==> config.mk <==
export PLATFORM = sky130hd
export DESIGN_NAME = hepm_ctrl
export DESIGN_NICKNAME = d
export VERILOG_FILES = /design/src/design/hepm_pkg.sv /design/src/design/hepm_ctrl.sv
export SDC_FILE = /design/constraint.sdc
export NUM_CORES = 1
export LEC_CHECK = 0
export BUFFER_PORTS_ARGS = -buffer_cell sky130_fd_sc_hd__buf_2
export CAP_MARGIN = 20
export CORE_ASPECT_RATIO = 0.75
export CORE_UTILIZATION = 50
export CTS_CLUSTER_DIAMETER = 100
export CTS_CLUSTER_SIZE = 24
export DETAILED_ROUTE_END_ITERATION = 6
export HOLD_SLACK_MARGIN = 0.12
export PLACE_DENSITY = 0.72
export SYNTH_ARGS = -nofsm -noshare
export SYNTH_HDL_FRONTEND = slang
export SYNTH_SLANG_ARGS = --single-unit
==> constraint.sdc <==
create_clock -name clk -period 2 [get_ports clk]
set_clock_uncertainty 0.1 [all_clocks]
set_input_delay 0.3 -clock clk [delete_from_list [all_inputs] [get_ports clk]]
set_output_delay 0.3 -clock clk [all_outputs]
set_load 0.1 [all_outputs]
==> src/design/hepm_pkg.sv <==
package hepm_pkg;

    // default geometry
    localparam int FRAME_WIDTH_DEF   = 512;
    localparam int FRAME_HEIGHT_DEF  = 512;
    localparam int SEARCH_RADIUS_DEF = 1;

    // datapath widths
    localparam int ACC_W     = 44;  // X, Y, W accumulators
    localparam int NUM_W     = 61;  // X*2^15 + W, also dividend magnitude / quotient
    localparam int DEN_W     = 46;  // 2*W
    localparam int QUO_W     = 62;  // signed projected coordinate
    localparam int DIV_CNT_W = 6;
    localparam int SCAN_W    = 3;   // neighbor index, radius up to 3
    localparam int DIFF_W    = 19;
    localparam int ANGLE_TOL = 128; // half a degree in Q8.8

    // register indexes
    localparam logic [2:0] CFG_COEF_XX      = 3'd0;
    localparam logic [2:0] CFG_COEF_XY      = 3'd1;
    localparam logic [2:0] CFG_COEF_X_SHIFT = 3'd2;
    localparam logic [2:0] CFG_COEF_YX      = 3'd3;
    localparam logic [2:0] CFG_COEF_YY      = 3'd4;
    localparam logic [2:0] CFG_COEF_Y_SHIFT = 3'd5;
    localparam logic [2:0] CFG_PERSP        = 3'd6;
    localparam logic [2:0] CFG_ANGLE_OFFSET = 3'd7;

    localparam logic [31:0] COEF_ONE   = 32'h0001_0000;
    localparam logic [31:0] COEF_ZERO  = 32'h0000_0000;
    localparam logic [63:0] PERSP_ZERO = 64'h0;
    localparam logic [16:0] OFFSET_ZERO = 17'h0;

    // product selects of the shared multiplier
    localparam logic [2:0] MUL_XX = 3'd0;
    localparam logic [2:0] MUL_XY = 3'd1;
    localparam logic [2:0] MUL_YX = 3'd2;
    localparam logic [2:0] MUL_YY = 3'd3;
    localparam logic [2:0] MUL_PX = 3'd4;
    localparam logic [2:0] MUL_PY = 3'd5;

    typedef struct packed {
        logic              latch;     // capture query fields
        logic              load_wr;   // map write from input ports
        logic              mul_en;
        logic [2:0]        mul_idx;
        logic              div_load;
        logic              div_sel;   // 0: column, 1: row
        logic              div_step;
        logic              div_store;
        logic              scan_rd;
        logic [SCAN_W-1:0] scan_dx;
        logic [SCAN_W-1:0] scan_dy;
        logic              set_degen;
    } cmd_t;

    typedef struct packed {
        logic w_zero;
    } stat_t;

endpackage

==> src/design/hepm_ctrl.sv <==
module hepm_ctrl #(
    parameter int SEARCH_RADIUS = hepm_pkg::SEARCH_RADIUS_DEF
) (
    input  logic            clk,
    input  logic            rst_n,
    input  logic            start,
    input  logic            mode,
    input  hepm_pkg::stat_t stat,
    output hepm_pkg::cmd_t  cmd,
    output logic            busy,
    output logic            done
);

    localparam logic [2:0] S_IDLE = 3'd0;
    localparam logic [2:0] S_MUL  = 3'd1;
    localparam logic [2:0] S_CHK  = 3'd2;
    localparam logic [2:0] S_DIVL = 3'd3;
    localparam logic [2:0] S_DIV  = 3'd4;
    localparam logic [2:0] S_DIVS = 3'd5;
    localparam logic [2:0] S_SCAN = 3'd6;
    localparam logic [2:0] S_LAST = 3'd7;

    localparam logic [hepm_pkg::SCAN_W-1:0] SCAN_LAST =
        hepm_pkg::SCAN_W'(2 * SEARCH_RADIUS);
    localparam logic [hepm_pkg::DIV_CNT_W-1:0] DIV_LAST =
        hepm_pkg::DIV_CNT_W'(hepm_pkg::NUM_W - 1);

    logic [2:0]                        state_reg, state_next;
    logic [2:0]                        mul_reg, mul_next;
    logic [hepm_pkg::DIV_CNT_W-1:0]    cnt_reg, cnt_next;
    logic                              sel_reg, sel_next;
    logic [hepm_pkg::SCAN_W-1:0]       dx_reg, dx_next, dy_reg, dy_next;
    logic                              done_reg, done_next;

    always_comb
    begin
        state_next = state_reg;
        mul_next   = mul_reg;
        cnt_next   = cnt_reg;
        sel_next   = sel_reg;
        dx_next    = dx_reg;
        dy_next    = dy_reg;
        done_next  = 1'b0;
        cmd        = '0;
        cmd.mul_idx = mul_reg;
        cmd.div_sel = sel_reg;
        cmd.scan_dx = dx_reg;
        cmd.scan_dy = dy_reg;
        unique case (state_reg)
            S_IDLE:
            begin
                // no request is taken while the result is on the ports
                if (start && !done_reg)
                begin
                    if (mode)
                    begin
                        cmd.latch  = 1'b1;
                        mul_next   = hepm_pkg::MUL_XX;
                        state_next = S_MUL;
                    end
                    else
                    begin
                        cmd.load_wr = 1'b1;
                    end
                end
            end
            S_MUL:
            begin
                cmd.mul_en = 1'b1;
                mul_next   = mul_reg + 3'd1;
                if (mul_reg == hepm_pkg::MUL_PY)
                begin
                    state_next = S_CHK;
                end
            end
            S_CHK:
            begin
                if (stat.w_zero)
                begin
                    cmd.set_degen = 1'b1;
                    done_next     = 1'b1;
                    state_next    = S_IDLE;
                end
                else
                begin
                    sel_next   = 1'b0;
                    state_next = S_DIVL;
                end
            end
            S_DIVL:
            begin
                cmd.div_load = 1'b1;
                cnt_next     = '0;
                state_next   = S_DIV;
            end
            S_DIV:
            begin
                cmd.div_step = 1'b1;
                cnt_next     = cnt_reg + 1'b1;
                if (cnt_reg == DIV_LAST)
                begin
                    state_next = S_DIVS;
                end
            end
            S_DIVS:
            begin
                cmd.div_store = 1'b1;
                if (sel_reg)
                begin
                    dx_next    = '0;
                    dy_next    = '0;
                    state_next = S_SCAN;
                end
                else
                begin
                    sel_next   = 1'b1;
                    state_next = S_DIVL;
                end
            end
            S_SCAN:
            begin
                cmd.scan_rd = 1'b1;
                if (dx_reg == SCAN_LAST)
                begin
                    dx_next = '0;
                    dy_next = dy_reg + 1'b1;
                    if (dy_reg == SCAN_LAST)
                    begin
                        state_next = S_LAST;
                    end
                end
                else
                begin
                    dx_next = dx_reg + 1'b1;
                end
            end
            S_LAST:
            begin
                // last neighbor read lands this cycle
                done_next  = 1'b1;
                state_next = S_IDLE;
            end
            default:
            begin
                state_next = S_IDLE;
            end
        endcase
    end

    always_ff @(posedge clk or negedge rst_n)
    begin
        if (!rst_n)
        begin
            state_reg <= S_IDLE;
            mul_reg   <= '0;
            cnt_reg   <= '0;
            sel_reg   <= 1'b0;
            dx_reg    <= '0;
            dy_reg    <= '0;
            done_reg  <= 1'b0;
        end
        else
        begin
            state_reg <= state_next;
            mul_reg   <= mul_next;
            cnt_reg   <= cnt_next;
            sel_reg   <= sel_next;
            dx_reg    <= dx_next;
            dy_reg    <= dy_next;
            done_reg  <= done_next;
        end
    end

    assign busy = (state_reg != S_IDLE) || done_reg;
    assign done = done_reg;

endmodule

# Yosys cells after proc, flatten, opt, wreduce, memory -nomap -nowiden
# Cells that the tools add are included.
dict set report op_classes {
  n_addsub 4
  eq_ne 19
  n_mux 32
  reduce_logical 14
}
# cell n
set ops {}
lappend ops {{2-to-1 mux 3 bit} 12}
lappend ops {{case mux 3 bit (8 select lines)} 1}
lappend ops {{case mux 3 bit (2 select lines)} 3}
lappend ops {{!= test 2 bit (second input constant)} 8}
lappend ops {{equality test 3 bit (second input constant)} 5}
lappend ops {{equality test 3 x 2 -> 1 bit (second input constant)} 4}
lappend ops {{case mux 6 bit (2 select lines)} 1}
lappend ops {{2-to-1 mux 1 bit} 10}
lappend ops {{adder 3 x 1 -> 3 bit (second input constant)} 3}
lappend ops {{nonzero test 2 bit} 4}
lappend ops {{adder 6 x 1 -> 6 bit (second input constant)} 1}
lappend ops {{equality test 6 bit (second input constant)} 1}
lappend ops {{2-to-1 mux 2 bit} 3}
lappend ops {{AND reduction 3 bit} 2}
lappend ops {{AND reduction 6 bit} 1}
lappend ops {{case mux 1 bit (2 select lines)} 2}
lappend ops {{AND reduction 2 bit} 2}
lappend ops {{equality test 3 x 1 -> 1 bit (second input constant)} 1}
lappend ops {{logical NOT 3 bit} 1}
lappend ops {{nonzero test 3 bit} 1}
lappend ops {{logical AND 1 bit} 1}
lappend ops {{logical NOT 1 bit} 1}
lappend ops {{logical OR 1 bit} 1}
dict set report word_totals {
  reg_bits 20
  out_inout_bits 20
  wordCells 76
}

# Depth between registers and ports, before layout
# Gate-level depths: netlist of the first run.
dict set report depth {
  ltp_word 4
  ltp_mapped 6
}

# Worst setup path after synthesis of the first run
# Ideal clock, no wire load.
dict set report synth_path {
  path_kind {register to output}
  start {register done_reg, in the netlist done}
  end {output cmd[16] (netlist bit)}
  arrival_time_ns 2.309
  setup_slack_ns -0.709
  path_stages_with_launch 4
  path_buffers 0
  cell_sequence {dfrtp_1 -> nor2b_1 -> nand2_1 -> nor2_1}
}
# item line_no
set synth_rtl {}
lappend synth_rtl {{from (decl)} hepm_ctrl.sv:33} ;# logic done_reg, done_next;
lappend synth_rtl {{from (signal assigned)} hepm_ctrl.sv:170} ;# done_reg <= done_next;
lappend synth_rtl {{to (decl)} hepm_ctrl.sv:9} ;# output hepm_pkg::cmd_t cmd,

==> metrics.csv, run 1 <==
stage;metric;value;unit
status;outcome;finished clean;
critical_path;worstPathRequired;1.60;ns
cells_and_area;regArea;506.7;sq um
floorplan;coreArea;2120;sq um
critical_path;cp-endpoint;cmd[15];
hold_path;hold_class;input pin to flip-flop;
yosys;yosys.area_share.simple;0.2301;
critical_path;worst_setup_path_start_kind;flip-flop;
yosys;ys_types;38;
detailed_routing;top_layer_used;met3;
yosys;synth_fa_ha_area_frac;0.06276;
floorplan;row_count;14;
critical_path;endpoint_kind;output port;
power_and_ir_drop;p_clk_frac;0.439;
cells_and_area;final_common_cell;buf_2;
yosys;synth_compound_area_frac;0.1747;
detailed_routing;routed-wl-met2;1307;um
yosys;synth_nets;138;
hold_path;hold_path_depth;3;
floorplan;die_height;44.36;um
yosys;syn_inst;127;
sta;slew_viol_final;0;
grt;grt_pass1_wl;4540;um
detailed_routing;drc;0;
critical_path;r2r_start;state_reg[2]$_DFFE_PN0P_;
cells_and_area;final_area;1598;sq um
grt;grt_overflow;0;
sta;min_period_over_period;0.9933;
critical_path;r2r-end;state_reg[1]$_DFFE_PN0P_;
placed_design;port_buffers;24;
power_and_ir_drop;p_seq_frac;0.539;
sta;setup_viol;0;
detailed_routing;drt-total-wl;2778;um
yosys;synth-xor-area-share;0.02929;
clocking;h-tree-depth;1;
yosys;synth-edff-count;0;
detailed_routing;wl_per_cell;14.39;um
critical_path;cp_cell_sequence;or3b_1, inv_1, buf_12;
yosys;synth_ff_type;dfrtp_1;
cells_and_area;area_growth;33.58;%
grt;grt_max_degree;21;
yosys;async_flop_share;1.000;
cells_and_area;multi_input_area;631.9;sq um
critical_path;crit_buf_inv;2;
detailed_routing;postRouteAntennaNets;0;
power_and_ir_drop;power_leakage;0.7324;nW
detailed_routing;drt-met1-wl;1352;um
power_and_ir_drop;internal-power;611.8;uW
critical_path;crit_path_max_fanout;10;
floorplan;die_x;58.48;um
yosys;synth_top_family_by_area;simple AND/OR/NAND/NOR gates;
clocking;cts_buffers;3;
critical_path;crit_family;flip-flops;
floorplan;start_util;0.5643;
sta;max_slew_margin;0.6710;
critical_path;worst-setup-path-type;flip-flop to output port;
cells_and_area;num-fill-cells;154;
power_and_ir_drop;swShare;0.1842;
critical_path;critPathMaxStageDelay;0.50;ns
yosys;postSynthAreaPerCell;9.418;sq um
critical_path;worstRegToRegCells;5;
cells_and_area;largest_register_ffs;6;
sta;finalCriticalPeriod;1.987;ns
power_and_ir_drop;p_comb_frac;0.022;
clocking;cts_root_buf;clkbuf_4;
detailed_routing;vias;1061;
detailed_routing;viasPerCell;5.497;
detailed_routing;drt_iter0_drc;27;
critical_path;crit_slowest_cell;dfrtp_2;
clocking;clk_path_buf_depth;2;
power_and_ir_drop;pwr_density_cell;469.4;nW/um^2
sta;hold_violations;0;
placed_design;dpl.hpwl;1916;um
grt;first_global_vias;998;
flow_run;drv_cap;0;
clocking;cts_sinks;20;
power_and_ir_drop;finalPower;750.0;uW
yosys;ys_seq_area_frac;0.4184;
cells_and_area;final_nets;173;
yosys;synthMuxAreaShare;0.01778;
power_and_ir_drop;p_sw;138.2;uW
cells_and_area;drive_gt1_frac;0.3354;
detailed_routing;drt_first_pass_iters;4;
cells_and_area;antenna_cells;0;
grt;antenna_found_initial;0;
detailed_routing;wl_met3;118;um
sta;tightest_slew;0.4884;ns
placed_design;place_area;1466;sq um
critical_path;crit_arrival;1.59;ns
cells_and_area;most-common-layout-cells;16 x buf_2, 15 x dfrtp_1, 13 x o21ai_0, 10 x buf_4, 9 x inv_1;
yosys;ys_warn_count;0;
floorplan;dieArea;2594;sq um
clocking;cts_tree;done;
yosys;synth_area;1196;sq um
cells_and_area;fin_util;0.7538;
critical_path;startpoint;state_reg[1]$_DFFE_PN0P_;
placed_design;globalplace.congestion;0.8059;
sta;rsz0062_at_grt;true;
clocking;cts.clk_slew.worst_paths;0.12;ns
grt;grt_usage;0.2349;
critical_path;cp.depth;3;
yosys;ys_ff_latch;20;
critical_path;rrSetupSlack;0.18;ns
clocking;clock_latency;0.30;ns
floorplan;io_pins;25;
power_and_ir_drop;peakVddDrop;440.0;uV
sta;fmax;503.4;MHz
-- Yosys cell counts, drive strengths merged, types with 2 or more instances --
master	instances	area share
dfrtp	20	0.42
o21ai	13	0.054
inv	11	0.035
nor2	9	0.028
nand2	8	0.025
nand3	7	0.029
a21oi	6	0.025
ha	6	0.063
nor2b	6	0.031
buf	5	0.032
nor3b	3	0.038
o31ai	3	0.019
xnor2	3	0.022
a22o	2	0.015
and2	2	0.010
and3	2	0.010
nand2b	2	0.010
nand3b	2	0.013
-- worst min path at each step --
stage,start,endpoint,slack (ns)
floorplan,rst_n,cnt_reg[0]$_DFFE_PN0P_,-0.1
detailed placement,rst_n,mul_reg[1]$_DFFE_PN0P_,0.17
finish,stat,sel_reg$_DFFE_PN0P_,0.28
global placement,rst_n,mul_reg[1]$_DFFE_PN0P_,0.17
global route,stat,sel_reg$_DFFE_PN0P_,0.30
CTS,stat,sel_reg$_DFFE_PN0P_,0.27
-- per-layer routing --
metal	global-route usage	up-vias
met5	0	-
met4	0.03810	0
met1	0.3327	524
li1	-	512
met3	0.06433	0
met2	0.3701	25
-- logic make-up after synthesis --
| logic type | count (synthesis) |
|---|---|
| multiplexers | 2 |
| buffers and inverters | 16 |
| flip-flops | 20 |
| adder cells (fa/ha/maj) | 6 |
| AND/OR/NAND/NOR | 47 |
| XOR/XNOR | 4 |
| AO/OA/AOI/OAI | 32 |
-- worst register-to-register path, cell delays in order, from the launching register on --
cell and delay (ns):
dfrtp_2 0.47, buf_4 0.17, nand3b_1 0.20, a31oi_1 0.11, or3_1 0.36, o31ai_1 0.29
-- power groups by stage --
| stage | combinational [mW] | sequential (mW) | clock (mW) |
|---|---|---|---|
| 6_report | 0.0167 | 0.404 | 0.329 |
| 5_1_grt | 0.0191 | 0.404 | 0.347 |
| 4_1_cts | 0.0173 | 0.404 | 0.335 |
| 3_5_place_dp | 0.0157 | 0.412 | 0 |
| 3_3_place_gp | 0.0151 | 0.412 | 0 |
| 2_1_floorplan | 0.00204 | 0.412 | 0 |
-- metrics by stage --
stage | TNS [ns] | setup WS, ns | hold slack [ns] | instances
2_1_floorplan | -0.6793 | -0.2567 | -0.09559 | 127
4_1_cts | 0 | 0.01227 | 0.2671 | 189
3_5_place_dp | 0 | 0.1677 | 0.1736 | 180
6_report | 0 | 0.01342 | 0.2809 | 193
3_3_place_gp | 0 | 0.2439 | 0.1679 | 180
5_1_grt | -0.1885 | -0.05390 | 0.3038 | 193
-- layout make-up --
type	count	share of cell area
multi-input combinational	91	0.3955
tap	32	0.02506
clock inverter	1	0.01879
sequential	20	0.3172
clock buffer	3	0.01410
inverter	11	0.02584
timing repair buffer	35	0.2036
-- repair_timing --
| item | in CTS | in global routing |
|---|---|---|
| gates resized for setup | 5 | 1 |
| setup buffers | 4 | 4 |
| hold endpoints to repair | 20 | 0 |
| pin swaps | 1 | 1 |
| hold buffers | 1 | 0 |
| endpoints found under the setup margin | 8 | 7 |
| gates cloned | 0 | 0 |
Power figures use the tool's default switching activity.
==> inputs of run 2 (changes only) <==
--- a/config.mk
+++ b/config.mk
@@ -13,6 +13,7 @@
 export CTS_CLUSTER_SIZE = 24
 export DETAILED_ROUTE_END_ITERATION = 6
 export HOLD_SLACK_MARGIN = 0.12
+export MAX_ROUTING_LAYER = met4
 export PLACE_DENSITY = 0.72
 export SYNTH_ARGS = -nofsm -noshare
 export SYNTH_HDL_FRONTEND = slang
==> constraint.sdc (replaced) <==
create_clock -name clk -period 2.2 [get_ports clk]
set_clock_uncertainty 0.1 [all_clocks]
set_input_delay 0.33 -clock clk [delete_from_list [all_inputs] [get_ports clk]]
set_output_delay 0.33 -clock clk [all_outputs]
set_load 0.1 [all_outputs]
==> metrics.csv, run 2 (synthesized netlist as in run 1, its figures left out) <==
stage;metric;value;unit
cells_and_area;multi_input_area;631.9;sq um
clocking;cts_buffers;3;
floorplan;die_height;44.36;um
grt;grt_usage;0.2309;
sta;setup_viol;0;
critical_path;worst_setup_path_start_kind;flip-flop;
placed_design;dpl.hpwl;1802;um
critical_path;crit_arrival;1.66;ns
critical_path;worstRegToRegCells;4;
hold_path;holdCritStartpoint;stat;
floorplan;io_pins;25;
sta;finalCriticalPeriod;2.095;ns
detailed_routing;drt-total-wl;2548;um
placed_design;pre_cts_ws;0.3658;ns
clocking;cts_root_buf;clkbuf_4;
clocking;cts_tree;done;
detailed_routing;drc;0;
sta;slew_viol_final;0;
cells_and_area;finalNonFillerCells;190;
cells_and_area;final_nets;170;
hold_path;hold_path_depth;3;
status;outcome;finished clean;
grt;grt_overflow;0;
floorplan;die_x;58.48;um
power_and_ir_drop;power_leakage;0.7052;nW
flow_run;drv_cap;0;
detailed_routing;wl_per_cell;13.41;um
clocking;cts.clk_slew.worst_paths;0.12;ns
placed_design;place_area;1449;sq um
clocking;clock_latency;0.31;ns
cells_and_area;final_common_cell;buf_2;
detailed_routing;drt_first_pass_iters;4;
critical_path;rrSetupSlack;0.46;ns
detailed_routing;vias;1035;
cells_and_area;regArea;504.2;sq um
sta;min_period_over_period;0.9521;
critical_path;r2r-end;state_reg[0]$_DFFE_PN0P_;
clocking;h-tree-depth;1;
cells_and_area;area_growth;27.61;%
cells_and_area;largest_register_ffs;6;
cells_and_area;antenna_cells;0;
cells_and_area;most-common-layout-cells;18 x buf_2, 17 x dfrtp_1, 13 x o21ai_0, 11 x inv_1;
sta;rsz0062_at_grt;false;
clocking;cts_sinks;20;
placed_design;post-place-cells;182;
clocking;clk_path_buf_depth;2;
sta;max_slew_margin;0.6755;
critical_path;endpoint_kind;output port;
critical_path;worstPathRequired;1.77;ns
cells_and_area;num-fill-cells;165;
sta;tns;0;ns
grt;grt_pass1_wl;4278;um
grt;first_global_vias;938;
detailed_routing;postRouteAntennaNets;0;
cells_and_area;drive_gt1_frac;0.2975;
grt;antenna_found_initial;0;
grt;grt_max_degree;21;
sta;tightest_slew;0.4902;ns
power_and_ir_drop;peakVddDrop;470.9;uV
hold_path;min_delay_worst_endpoint;sel_reg$_DFFE_PN0P_;
detailed_routing;drt_iter0_drc;30;
floorplan;row_count;14;
sta;layout_setup_ws;0.1053;ns
sta;fmax;477.4;MHz
critical_path;r2r_start;state_reg[1]$_DFFE_PN0P_;
critical_path;crit_path_max_fanout;12;
placed_design;port_buffers;24;
hold_path;hold_class;input pin to flip-flop;
placed_design;globalplace.congestion;0.8469;
critical_path;worst-setup-path-type;flip-flop to output port;
floorplan;start_util;0.5643;
floorplan;dieArea;2594;sq um
power_and_ir_drop;pwr_density_cell;394.8;nW/um^2
detailed_routing;viasPerCell;5.447;
cells_and_area;final_area;1526;sq um
sta;hold_violations;0;
floorplan;coreArea;2120;sq um
-- run 2: area by class of cell --
cell class | instances | share of cell area
clock buffer | 4 | 0.02377
timing repair buffer | 32 | 0.1787
inverter | 11 | 0.02705
tap | 32 | 0.02623
multi-input combinational | 91 | 0.4139
sequential | 20 | 0.3303
-- run 2: worst max-delay path, stage by stage, from the launching register on --
cell and delay (ns):
dfrtp_2 0.51, buf_4 0.19, nor3b_4 0.20, buf_2 0.46
-- run 2: repair_timing --
action / 4_1_cts / 5_1_grt
endpoints found under the hold margin: 20 / 0
buffers inserted: 0 / 3
gates resized for setup: 0 / 4
endpoints found under the setup margin: 0 / 7
hold buffers: 1 / 0
-- run 2: per-layer routing --
| metal | GRT usage | vias to the layer above | part of all wire |
|---|---|---|---|
| li1 | - | 507 | - |
| met1 | 0.3377 | 498 | 0.50 |
| met2 | 0.3287 | 30 | 0.44 |
| met3 | 0.06140 | 0 | 0.057 |
| met4 | 0.03333 | 0 | 0 |
| met5 | - | - | 0 |
-- run 2: per-stage QoR --
stage	util	total power, mW	hold WS [ns]
CTS	0.7054	0.6072	0.2744
global placement	0.6836	0.3886	0.2057
finish	0.7202	0.6026	0.2911
global route	0.7202	0.6259	0.3321
floorplan	-	0.3765	-0.06559
detailed placement	0.6836	0.3888	0.2075
-- run 2: worst max path at each step --
stage	startpoint	slack (ns)	cells past startpoint	to
2_1_floorplan	state_reg[1]$_DFFE_PN0P_	-0.06	5	cnt_reg[5]$_DFFE_PN0P_
3_3_place_gp	state_reg[2]$_DFFE_PN0P_	0.42	4	cmd[11]
3_5_place_dp	state_reg[0]$_DFFE_PN0P_	0.37	3	cmd[17]
4_1_cts	state_reg[1]$_DFFE_PN0P_	0.01	3	cmd[17]
5_1_grt	state_reg[1]$_DFFE_PN0P_	0.02	3	cmd[9]
6_report	state_reg[1]$_DFFE_PN0P_	0.11	3	cmd[9]
-- run 2: power breakdown --
group          switching (mW)  internal [mW]
combinational          0.0102        0.00473
clock                   0.119          0.101
sequential                  0          0.367
